$ cat config.mk
export PLATFORM = sky130hd
export DESIGN_NAME = i2c_master_bit_engine_top
export DESIGN_NICKNAME = d
export VERILOG_FILES = /design/src/rtl/i2cmb_pkg.sv /design/src/rtl/i2cmb_front.sv /design/src/rtl/i2cmb_back.sv /design/src/rtl/i2c_master_bit_engine_top.sv
export VERILOG_INCLUDE_DIRS = /design/src /design/src/rtl
export SDC_FILE = /design/constraint.sdc
export NUM_CORES = 1
export LEC_CHECK = 0
export ABC_CLOCK_PERIOD_IN_PS = 3450
export BUFFER_PORTS_ARGS = -buffer_cell sky130_fd_sc_hd__buf_2
export CELL_PAD_IN_SITES_DETAIL_PLACEMENT = 1
export CELL_PAD_IN_SITES_GLOBAL_PLACEMENT = 1
export CORE_ASPECT_RATIO = 1.25
export CORE_MARGIN = 2
export CORE_UTILIZATION = 25
export CTS_BUF_LIST = sky130_fd_sc_hd__clkbuf_8
export DETAILED_ROUTE_END_ITERATION = 10
export PLACE_DENSITY_LB_ADDON = 0.1
export RECOVER_POWER = 50
export SYNTH_ARGS = -nofsm -noshare
export SYNTH_HDL_FRONTEND = slang
export SYNTH_HIERARCHICAL = 1
export SYNTH_SLANG_ARGS = --single-unit
$ cat constraint.sdc
create_clock -name clk -period 3.45 [get_ports clk]
set_input_delay 0.345 -clock clk [delete_from_list [all_inputs] [get_ports clk]]
set_output_delay 0.345 -clock clk [all_outputs]
set_load 0.005 [all_outputs]
$ cat src/rtl/i2c_master_bit_engine_top_macros.svh
// Assertion macros shared by the I2C master bit engine RTL.
// Define ASSERT_OFF to compile every check away.
`ifndef I2C_MASTER_BIT_ENGINE_TOP_MACROS_SVH
`define I2C_MASTER_BIT_ENGINE_TOP_MACROS_SVH

`ifndef ASSERT_OFF
`define I2CMB_ASSERT(lbl, clk, rst_n, prop, msg) \
  lbl: assert property (@(posedge clk) disable iff (!rst_n) prop) else $error(msg);
`define I2CMB_NEVER(lbl, clk, rst_n, cond, msg) \
  lbl: assert property (@(posedge clk) disable iff (!rst_n) !(cond)) else $error(msg);
`else
`define I2CMB_ASSERT(lbl, clk, rst_n, prop, msg)
`define I2CMB_NEVER(lbl, clk, rst_n, cond, msg)
`endif

`endif

$ cat src/rtl/i2cmb_pkg.sv
// Shared types and constants of the I2C master bit engine.
// No dependencies; used by the front, back and top-level modules.
`default_nettype none
package i2cmb_pkg;

  typedef enum logic [1:0] {
    CMD_START = 2'd0,
    CMD_STOP  = 2'd1,
    CMD_WRITE = 2'd2,
    CMD_READ  = 2'd3
  } cmd_t;

  typedef struct packed {
    cmd_t       cmd;
    logic [7:0] data;
    logic       ack;
  } desc_t;

  localparam int Q_DEPTH = 2;
  localparam int QPTR_W  = (Q_DEPTH > 1) ? $clog2(Q_DEPTH) : 1;
  localparam int QCNT_W  = $clog2(Q_DEPTH + 1);

  localparam int STEP_W = 5;
  typedef logic [STEP_W-1:0] step_t;

  localparam step_t LAST_START  = 5'd1;
  localparam step_t LAST_STOP   = 5'd2;
  localparam step_t LAST_WRITE  = 5'd26;
  localparam step_t RD_ACK_SET  = 5'd17;
  localparam step_t RD_ACK_HI   = 5'd18;
  localparam step_t RD_ACK_LO   = 5'd19;
  localparam step_t LAST_READ   = 5'd20;

  localparam step_t STOP_SCL_HI = 5'd1;

endpackage
`default_nettype wire

$ cat src/rtl/i2cmb_front.sv
// Front end: accepts command beats, classifies them into descriptors
// and queues them for the back end. Depends on i2cmb_pkg.
`default_nettype none
`include "i2c_master_bit_engine_top_macros.svh"
module i2cmb_front (
  input  wire logic            clk,
  input  wire logic            rst_n,
  input  wire logic            in_valid,
  output logic                 in_stall,
  input  wire logic [1:0]      in_cmd,
  input  wire logic [7:0]      in_write_byte,
  input  wire logic            in_send_ack,
  input  wire logic [7:0]      in_slave_bits,
  output logic                 q_valid,
  output i2cmb_pkg::desc_t     q_desc,
  input  wire logic            q_pop
);
  import i2cmb_pkg::*;

  desc_t              q_r [Q_DEPTH];
  logic [QPTR_W-1:0]  wr_ptr_r, wr_ptr_nxt;
  logic [QPTR_W-1:0]  rd_ptr_r, rd_ptr_nxt;
  logic [QCNT_W-1:0]  cnt_r, cnt_nxt;
  desc_t              new_desc;
  logic               push;
  logic               pop;

  always_comb begin
    new_desc.cmd  = cmd_t'(in_cmd);
    new_desc.ack  = 1'b0;
    new_desc.data = 8'd0;
    unique case (cmd_t'(in_cmd))
      CMD_WRITE: new_desc.data = in_write_byte;
      CMD_READ: begin
        new_desc.data = in_slave_bits;
        new_desc.ack  = in_send_ack;
      end
      default: ;
    endcase
  end

  assign in_stall = (cnt_r == QCNT_W'(Q_DEPTH));
  assign push     = in_valid && !in_stall;
  assign q_valid  = (cnt_r != '0);
  assign pop      = q_pop && q_valid;
  assign q_desc   = q_r[rd_ptr_r];

  always_comb begin
    wr_ptr_nxt = wr_ptr_r;
    rd_ptr_nxt = rd_ptr_r;
    cnt_nxt    = cnt_r;
    if (push) begin
      wr_ptr_nxt = (wr_ptr_r == QPTR_W'(Q_DEPTH - 1)) ? '0 : wr_ptr_r + 1'b1;
    end
    if (pop) begin
      rd_ptr_nxt = (rd_ptr_r == QPTR_W'(Q_DEPTH - 1)) ? '0 : rd_ptr_r + 1'b1;
    end
    case ({push, pop})
      2'b10:   cnt_nxt = cnt_r + 1'b1;
      2'b01:   cnt_nxt = cnt_r - 1'b1;
      default: cnt_nxt = cnt_r;
    endcase
  end

  always_ff @(posedge clk) begin
    if (!rst_n) begin
      wr_ptr_r <= '0;
      rd_ptr_r <= '0;
      cnt_r    <= '0;
    end else begin
      wr_ptr_r <= wr_ptr_nxt;
      rd_ptr_r <= rd_ptr_nxt;
      cnt_r    <= cnt_nxt;
    end
  end

  always_ff @(posedge clk) begin
    if (push) begin
      q_r[wr_ptr_r] <= new_desc;
    end
  end

  `I2CMB_ASSERT(a_cnt_bound, clk, rst_n, cnt_r <= QCNT_W'(Q_DEPTH), "queue count overflow")
  `I2CMB_ASSERT(a_empty_ptrs, clk, rst_n, (cnt_r == '0) |-> (wr_ptr_r == rd_ptr_r), "empty queue pointers differ")
  `I2CMB_ASSERT(a_full_ptrs, clk, rst_n, (cnt_r == QCNT_W'(Q_DEPTH)) |-> (wr_ptr_r == rd_ptr_r), "full queue pointers differ")

endmodule
`default_nettype wire

$ cat src/rtl/i2cmb_back.sv
// Back end: steps through one queued command, one line snapshot a cycle when
// not stalled, held in the output register. Depends on i2cmb_pkg.
`default_nettype none
`include "i2c_master_bit_engine_top_macros.svh"
module i2cmb_back (
  input  wire logic            clk,
  input  wire logic            rst_n,
  input  wire logic            q_valid,
  input  wire i2cmb_pkg::desc_t q_desc,
  output logic                 q_pop,
  output logic                 out_valid,
  input  wire logic            out_stall,
  output logic                 out_scl_level,
  output logic                 out_sda_level,
  output logic [7:0]           out_read_data,
  output logic                 out_last
);
  import i2cmb_pkg::*;

  localparam logic [1:0] PH_SET = 2'd0;
  localparam logic [1:0] PH_HI  = 2'd1;
  localparam logic [1:0] PH_LO  = 2'd2;

  logic       busy_r, busy_nxt;
  cmd_t       cmd_r, cmd_nxt;
  logic [7:0] sh_r, sh_nxt;
  logic       ack_r, ack_nxt;
  step_t      step_r, step_nxt;
  logic [1:0] phase_r, phase_nxt;
  logic       scl_r, scl_nxt;
  logic       sda_r, sda_nxt;
  logic       ov_r, ov_nxt;
  logic       oscl_r, oscl_nxt;
  logic       osda_r, osda_nxt;
  logic [7:0] odata_r, odata_nxt;
  logic       olast_r, olast_nxt;

  logic       advance;
  logic       snap_scl, snap_sda, snap_last;
  logic [7:0] snap_data;
  logic       load;

  assign advance = !ov_r || !out_stall;

  always_comb begin
    snap_scl  = scl_r;
    snap_sda  = sda_r;
    snap_last = 1'b0;
    snap_data = 8'd0;
    unique case (cmd_r)
      CMD_START: begin
        if (step_r == '0) begin
          snap_sda = 1'b0;
        end else begin
          snap_scl  = 1'b0;
          snap_last = 1'b1;
        end
      end
      CMD_STOP: begin
        if (step_r == '0) begin
          snap_sda = 1'b0;
        end else if (step_r == STOP_SCL_HI) begin
          snap_scl = 1'b1;
        end else begin
          snap_sda  = 1'b1;
          snap_last = 1'b1;
        end
      end
      CMD_WRITE: begin
        unique case (phase_r)
          PH_SET:  snap_sda = sh_r[7];
          PH_HI:   snap_scl = 1'b1;
          default: snap_scl = 1'b0;
        endcase
        snap_last = (step_r == LAST_WRITE);
      end
      CMD_READ: begin
        if (step_r == '0) begin
          snap_sda = 1'b1;
        end else if (step_r < RD_ACK_SET) begin
          snap_scl = step_r[0];
        end else if (step_r == RD_ACK_SET) begin
          snap_sda = ~ack_r;
        end else if (step_r == RD_ACK_HI) begin
          snap_scl = 1'b1;
        end else if (step_r == RD_ACK_LO) begin
          snap_scl = 1'b0;
        end else begin
          snap_sda  = 1'b1;
          snap_last = 1'b1;
          snap_data = sh_r;
        end
      end
      default: ;
    endcase
  end

  assign load  = advance && q_valid && (!busy_r || snap_last);
  assign q_pop = load;

  always_comb begin
    busy_nxt  = busy_r;
    cmd_nxt   = cmd_r;
    sh_nxt    = sh_r;
    ack_nxt   = ack_r;
    step_nxt  = step_r;
    phase_nxt = phase_r;
    scl_nxt   = scl_r;
    sda_nxt   = sda_r;
    ov_nxt    = ov_r;
    oscl_nxt  = oscl_r;
    osda_nxt  = osda_r;
    odata_nxt = odata_r;
    olast_nxt = olast_r;
    if (advance) begin
      ov_nxt = busy_r;
      if (busy_r) begin
        oscl_nxt  = snap_scl;
        osda_nxt  = snap_sda;
        odata_nxt = snap_data;
        olast_nxt = snap_last;
        scl_nxt   = snap_scl;
        sda_nxt   = snap_sda;
        step_nxt  = step_r + 1'b1;
        if (phase_r == PH_LO) begin
          phase_nxt = PH_SET;
          if (cmd_r == CMD_WRITE) begin
            sh_nxt = {sh_r[6:0], 1'b1};
          end
        end else begin
          phase_nxt = phase_r + 1'b1;
        end
        if (snap_last) begin
          busy_nxt = 1'b0;
        end
      end
      if (load) begin
        busy_nxt  = 1'b1;
        cmd_nxt   = q_desc.cmd;
        sh_nxt    = q_desc.data;
        ack_nxt   = q_desc.ack;
        step_nxt  = '0;
        phase_nxt = PH_SET;
      end
    end
  end

  always_ff @(posedge clk) begin
    if (!rst_n) begin
      busy_r  <= 1'b0;
      step_r  <= '0;
      phase_r <= PH_SET;
      scl_r   <= 1'b1;
      sda_r   <= 1'b1;
      ov_r    <= 1'b0;
    end else begin
      busy_r  <= busy_nxt;
      step_r  <= step_nxt;
      phase_r <= phase_nxt;
      scl_r   <= scl_nxt;
      sda_r   <= sda_nxt;
      ov_r    <= ov_nxt;
    end
  end

  always_ff @(posedge clk) begin
    cmd_r   <= cmd_nxt;
    sh_r    <= sh_nxt;
    ack_r   <= ack_nxt;
    oscl_r  <= oscl_nxt;
    osda_r  <= osda_nxt;
    odata_r <= odata_nxt;
    olast_r <= olast_nxt;
  end

  assign out_valid     = ov_r;
  assign out_scl_level = oscl_r;
  assign out_sda_level = osda_r;
  assign out_read_data = odata_r;
  assign out_last      = olast_r;

  `I2CMB_NEVER(a_phase_code, clk, rst_n, phase_r == 2'd3, "write phase out of range")
  `I2CMB_ASSERT(a_step_bound, clk, rst_n, busy_r |-> (step_r <= LAST_WRITE), "step past end of run")
  `I2CMB_ASSERT(a_data_last, clk, rst_n, (ov_r && !olast_r) |-> (odata_r == 8'd0), "read data outside last beat")
  `I2CMB_ASSERT(a_line_track, clk, rst_n, ov_r |-> (oscl_r == scl_r && osda_r == sda_r), "line state and snapshot differ")

endmodule
`default_nettype wire

$ cat src/rtl/i2c_master_bit_engine_top.sv
// Top level of the I2C master bit engine: front end queue plus back-end
// snapshot sequencer. Depends on i2cmb_pkg, i2cmb_front and i2cmb_back.
//
// Each command beat becomes a run of SCL/SDA snapshot beats from the
// back-end sequencer, one per cycle unless out_stall holds it: start 2,
// stop 3, read 21, write 27 beats. A two-entry command queue in front takes
// new commands while the current run plays out; runs follow with no gap.
// From idle, a command passes the queue entry and back-end registers before
// its first snapshot. Line levels persist across commands and reset to
// released; read_data is the received byte on a read's last beat, else zero.
`default_nettype none
module i2c_master_bit_engine_top (
  input  wire logic       clk,
  input  wire logic       rst_n,
  input  wire logic       in_valid,
  output logic            in_stall,
  input  wire logic [1:0] in_cmd,
  input  wire logic [7:0] in_write_byte,
  input  wire logic       in_send_ack,
  input  wire logic [7:0] in_slave_bits,
  output logic            out_valid,
  input  wire logic       out_stall,
  output logic            out_scl_level,
  output logic            out_sda_level,
  output logic [7:0]      out_read_data,
  output logic            out_last
);
  import i2cmb_pkg::*;

  logic  q_valid;
  desc_t q_desc;
  logic  q_pop;

  i2cmb_front u_front (
    .clk           (clk),
    .rst_n         (rst_n),
    .in_valid      (in_valid),
    .in_stall      (in_stall),
    .in_cmd        (in_cmd),
    .in_write_byte (in_write_byte),
    .in_send_ack   (in_send_ack),
    .in_slave_bits (in_slave_bits),
    .q_valid       (q_valid),
    .q_desc        (q_desc),
    .q_pop         (q_pop)
  );

  i2cmb_back u_back (
    .clk           (clk),
    .rst_n         (rst_n),
    .q_valid       (q_valid),
    .q_desc        (q_desc),
    .q_pop         (q_pop),
    .out_valid     (out_valid),
    .out_stall     (out_stall),
    .out_scl_level (out_scl_level),
    .out_sda_level (out_sda_level),
    .out_read_data (out_read_data),
    .out_last      (out_last)
  );

endmodule
`default_nettype wire

==> impl_metrics.csv <==
group,metric,value,unit
routing,routed-via-count,2251,
placed_design,gpl.final_weighted_congestion,0.761,
synth,ys_dominant_reg_cell,"sky130_fd_sc_hd__edfxtp_1",
synth,synthesis.nets,299,
final_layout,share_of_cells_above_drive_strength_1,20.0,%
synth,post_synth_instance_area,3050,um2
routing,detail_route.iter0.violations,57,
floorplan,die-height,128,um
worst_hold_path,min-delay-path-class,"in2reg",
synth,synth.yosys.warnings,6,
final_layout,post-route-cell-area,3610,um2
critical_path,critPathBufInv,2,
synth,synth_async_sr_flop_share,0,%
synth,register_area_share_after_synthesis,53.7,%
clocking,clk_latency,0.35,ns
floorplan,die_x,103,um
clocking,h_tree_levels,3,
timing,period_minus_slack,3.02,ns
grt,number_of_global_route_vias_before_repair,2332,
synth,synth.top_cells.by_area,"sky130_fd_sc_hd__edfxtp_1, sky130_fd_sc_hd__dfxtp_1, sky130_fd_sc_hd__mux2_2, sky130_fd_sc_hd__mux2i_1, sky130_fd_sc_hd__nand3_1",
critical_path,timing.critical_path.slowest_stage_cell,"sky130_fd_sc_hd__dfxtp_1",
timing,drv_slew,0,
critical_path,cp_max_fo,8,
floorplan,die_area,13100,um2
clocking,tritoncts.num_buffers,9,
routing,routed_wirelength,7600,um
grt,grt.total_usage,12.4,%
synth,synth_largest_area_cell,"sky130_fd_sc_hd__edfxtp_1",
routing,routedWlPerCell,15.9,um
critical_path,timing.critical_path.to_type,"flip-flop",
grt,overflow_after_grt,0,
synth,ys_seq_elements,60,
synth,yosys.cell_types.count,55,
placed_design,hpwlAfterDp,5540,um
placed_design,io_buffers,35,
grt,grt_pass1_wl,12200,um
floorplan,core_area,12000,um2
grt,maximum_number_of_pins_on_one_net_before_global_route_repair,17,
final_layout,final_cell_mix,"sky130_fd_sc_hd__edfxtp_1, sky130_fd_sc_hd__buf_2, sky130_fd_sc_hd__nor2_1, sky130_fd_sc_hd__nand2_1, sky130_fd_sc_hd__dfxtp_1",
timing,period_share,87.4,%
power,leakage_power,1.30,nW
critical_path,path_cells,"inv_1 -> ha_1 -> nor3_1 -> o311ai_2 -> a31oi_1 -> buf_4 -> o21a_1 -> o21a_1 -> ha_1 -> or3_1 -> a21oi_1",
final_layout,nNetsFinal,339,
critical_path,cp_data_required_time,3.72,ns
critical_path,timing_worst_setup_path_type,"reg2reg",
timing,achievable-frequency,332,MHz
timing,finClkSkew,0.0135,ns
timing,grt_setup_unrepaired,"false",
clocking,postCtsResizedCells,0,
timing,worst_pin_slew,0.773,ns
run,maxCapViolCount,0,
clocking,cts_sinks,60,
routing,drtAntennaViolNets,0,
synth,synth_cells,271,
timing,hold_fails_final_rpt,0,
clocking,postCtsHoldBufs,0,
critical_path,timing.reg2reg.worst_path_depth,11,
critical_path,critical_path.max_stage_delay,0.48,ns
clocking,cts_tree,"yes",
critical_path,critical_path.top_delay_family,"compound AO/OA/AOI/OAI gates",
clocking,post-cts-setup-buffer-count,0,
status,status,"finished, final reports clean",
timing,timing.max_slew.rel_slack,48.0,%
placed_design,placed_cell_area,3420,um2
routing,routed_via_density,4.70,
critical_path,worstSetupPathDepth,11,
final_layout,finalCoreUtilization,30.0,%
power,worst_ir_drop_vdd,198,uV
critical_path,start_kind,"flip-flop",
final_layout,flow.area_growth_from_synthesis,18.2,%
floorplan,fp-row-count,45,
timing,setup_viol,0,
power,power.density,813,nW/um2
critical_path,cp_data_arrival_time,3.29,ns
floorplan,initial_util,25.3,%
timing,fin_tns_setup,0,ns
clocking,clk_transition_reported_paths,0.06,ns
routing,drcViolationCount,0,
clocking,cts-root-buf,"sky130_fd_sc_hd__clkbuf_8",
synth,avgSynthCellArea,11.3,um2
floorplan,ios,36,
worst_hold_path,hold_path_depth,2,
routing,drt_pre_antenna_iters,4,
synth,synth_largest_type_area_fraction,43.3,%
final_layout,layout_commonest_cell,"sky130_fd_sc_hd__edfxtp_1",
grt,antenna_found_initial,0,
synth,synth_edf_count,44,
clocking,cts-root-to-sink-buffers,2,
final_layout,antenna_cells_inserted,0,
power,total_power,2.93,mW
## routing by layer
layer	share of wire, %	wire length (um)	track usage [%]	vias up
li1	-	-	-	1107
met4	1.8	138	5.80	0
met3	3.8	290	3.17	8
met5	0	0	0	-
met2	49	3750	20.3	46
met1	45	3420	15.1	1090
## Yosys cell counts, types with 2 or more instances
| cell | n |
|---|---|
| sky130_fd_sc_hd__inv_1 | 9 |
| sky130_fd_sc_hd__o21a_1 | 4 |
| sky130_fd_sc_hd__nand3_1 | 15 |
| sky130_fd_sc_hd__o21ai_0 | 8 |
| sky130_fd_sc_hd__mux2i_1 | 8 |
| sky130_fd_sc_hd__nand2_1 | 16 |
| sky130_fd_sc_hd__ha_1 | 5 |
| sky130_fd_sc_hd__nor4_1 | 2 |
| sky130_fd_sc_hd__nor2_1 | 16 |
| sky130_fd_sc_hd__xnor2_1 | 6 |
| sky130_fd_sc_hd__edfxtp_1 | 44 |
| sky130_fd_sc_hd__nand2b_1 | 3 |
| sky130_fd_sc_hd__nor4b_1 | 2 |
| sky130_fd_sc_hd__clkbuf_1 | 5 |
| sky130_fd_sc_hd__o2111a_1 | 2 |
| sky130_fd_sc_hd__nand4_1 | 5 |
| sky130_fd_sc_hd__a221o_1 | 7 |
| sky130_fd_sc_hd__a21oi_1 | 13 |
| sky130_fd_sc_hd__nor2b_1 | 10 |
| sky130_fd_sc_hd__o31ai_1 | 3 |
| sky130_fd_sc_hd__and2_1 | 10 |
| sky130_fd_sc_hd__a31oi_1 | 2 |
| sky130_fd_sc_hd__dfxtp_1 | 16 |
| sky130_fd_sc_hd__a21bo_2 | 2 |
| sky130_fd_sc_hd__and3_1 | 2 |
| sky130_fd_sc_hd__nor3_1 | 7 |
| sky130_fd_sc_hd__mux2_2 | 11 |
| sky130_fd_sc_hd__buf_2 | 5 |
| sky130_fd_sc_hd__o22ai_1 | 5 |
| sky130_fd_sc_hd__or3_1 | 3 |
## layout make-up
class	instances	area [um2]
Clock inverter	6	81.3
Clock buffer	9	124
Tap cell	164	205
Inverter	10	37.5
Multi-Input combinational cell	190	1320
Sequential cell	60	1640
Fill cell	1432	8440
Timing Repair Buffer	40	200
## where the power goes
| part | internal, mW | leakage (nW) | switching [mW] |
|---|---|---|---|
| Clock | 0.397 | 0.108 | 0.277 |
| Combinational | 0.428 | 0.646 | 0.601 |
| Sequential | 1.05 | 0.546 | 0.175 |
| Total | 1.88 | 1.30 | 1.05 |
## registers in the layout (all words and copies together), names as in the netlist, named ones only
name / count
u_back/cmd_r: 2
u_back/scl_r: 1
u_back/busy_r: 1
u_back/out_last: 1
u_back/out_read_data: 8
u_front/rd_ptr_r: 1
u_back/out_scl_level: 1
u_back/out_sda_level: 1
u_back/sda_r: 1
u_front/q_r: 22
u_back/phase_r: 2
u_back/ack_r: 1
u_back/step_r: 5
u_back/sh_r: 8
u_back/out_valid: 1
u_front/cnt_r: 2
u_front/wr_ptr_r: 1
## metrics by stage
| step | std cells | hold WS [ns] | worst slack (ns) |
|---|---|---|---|
| 4_1_cts | 479 | 0.330 | 0.403 |
| 3_3_place_gp | 464 | 0.469 | 0.537 |
| 3_5_place_dp | 464 | 0.507 | 0.422 |
| 5_1_grt | 479 | 0.347 | 0.249 |
| 2_1_floorplan | 271 | 0.444 | 0.816 |
| 6_report | 479 | 0.352 | 0.434 |
## worst paths after layout
path,startpoint,end,slack (ns)
worst min register to register,u_front/wr_ptr_r,u_front/wr_ptr_r,0.51
worst min-delay path,rst_n,u_back/sda_r,0.35
worst max-delay path,u_back/step_r[1],u_front/cnt_r[1],0.43
worst max register to register,u_back/step_r[1],u_front/cnt_r[1],0.43
## logic make-up (layout without fill, tap and decap cells)
kind of cell	count (synthesis)	after routing	synth area share (%)
flip-flops	60	60	53.7
AND/OR/NAND/NOR	98	98	17.2
AO/OA/AOI/OAI	61	61	15.3
XOR/XNOR	7	7	2.01
adder cells (fa/ha/maj)	5	5	2.05
buffers and inverters	21	65	3.03
multiplexers	19	19	6.68
(Power assumes the default switching activity.)
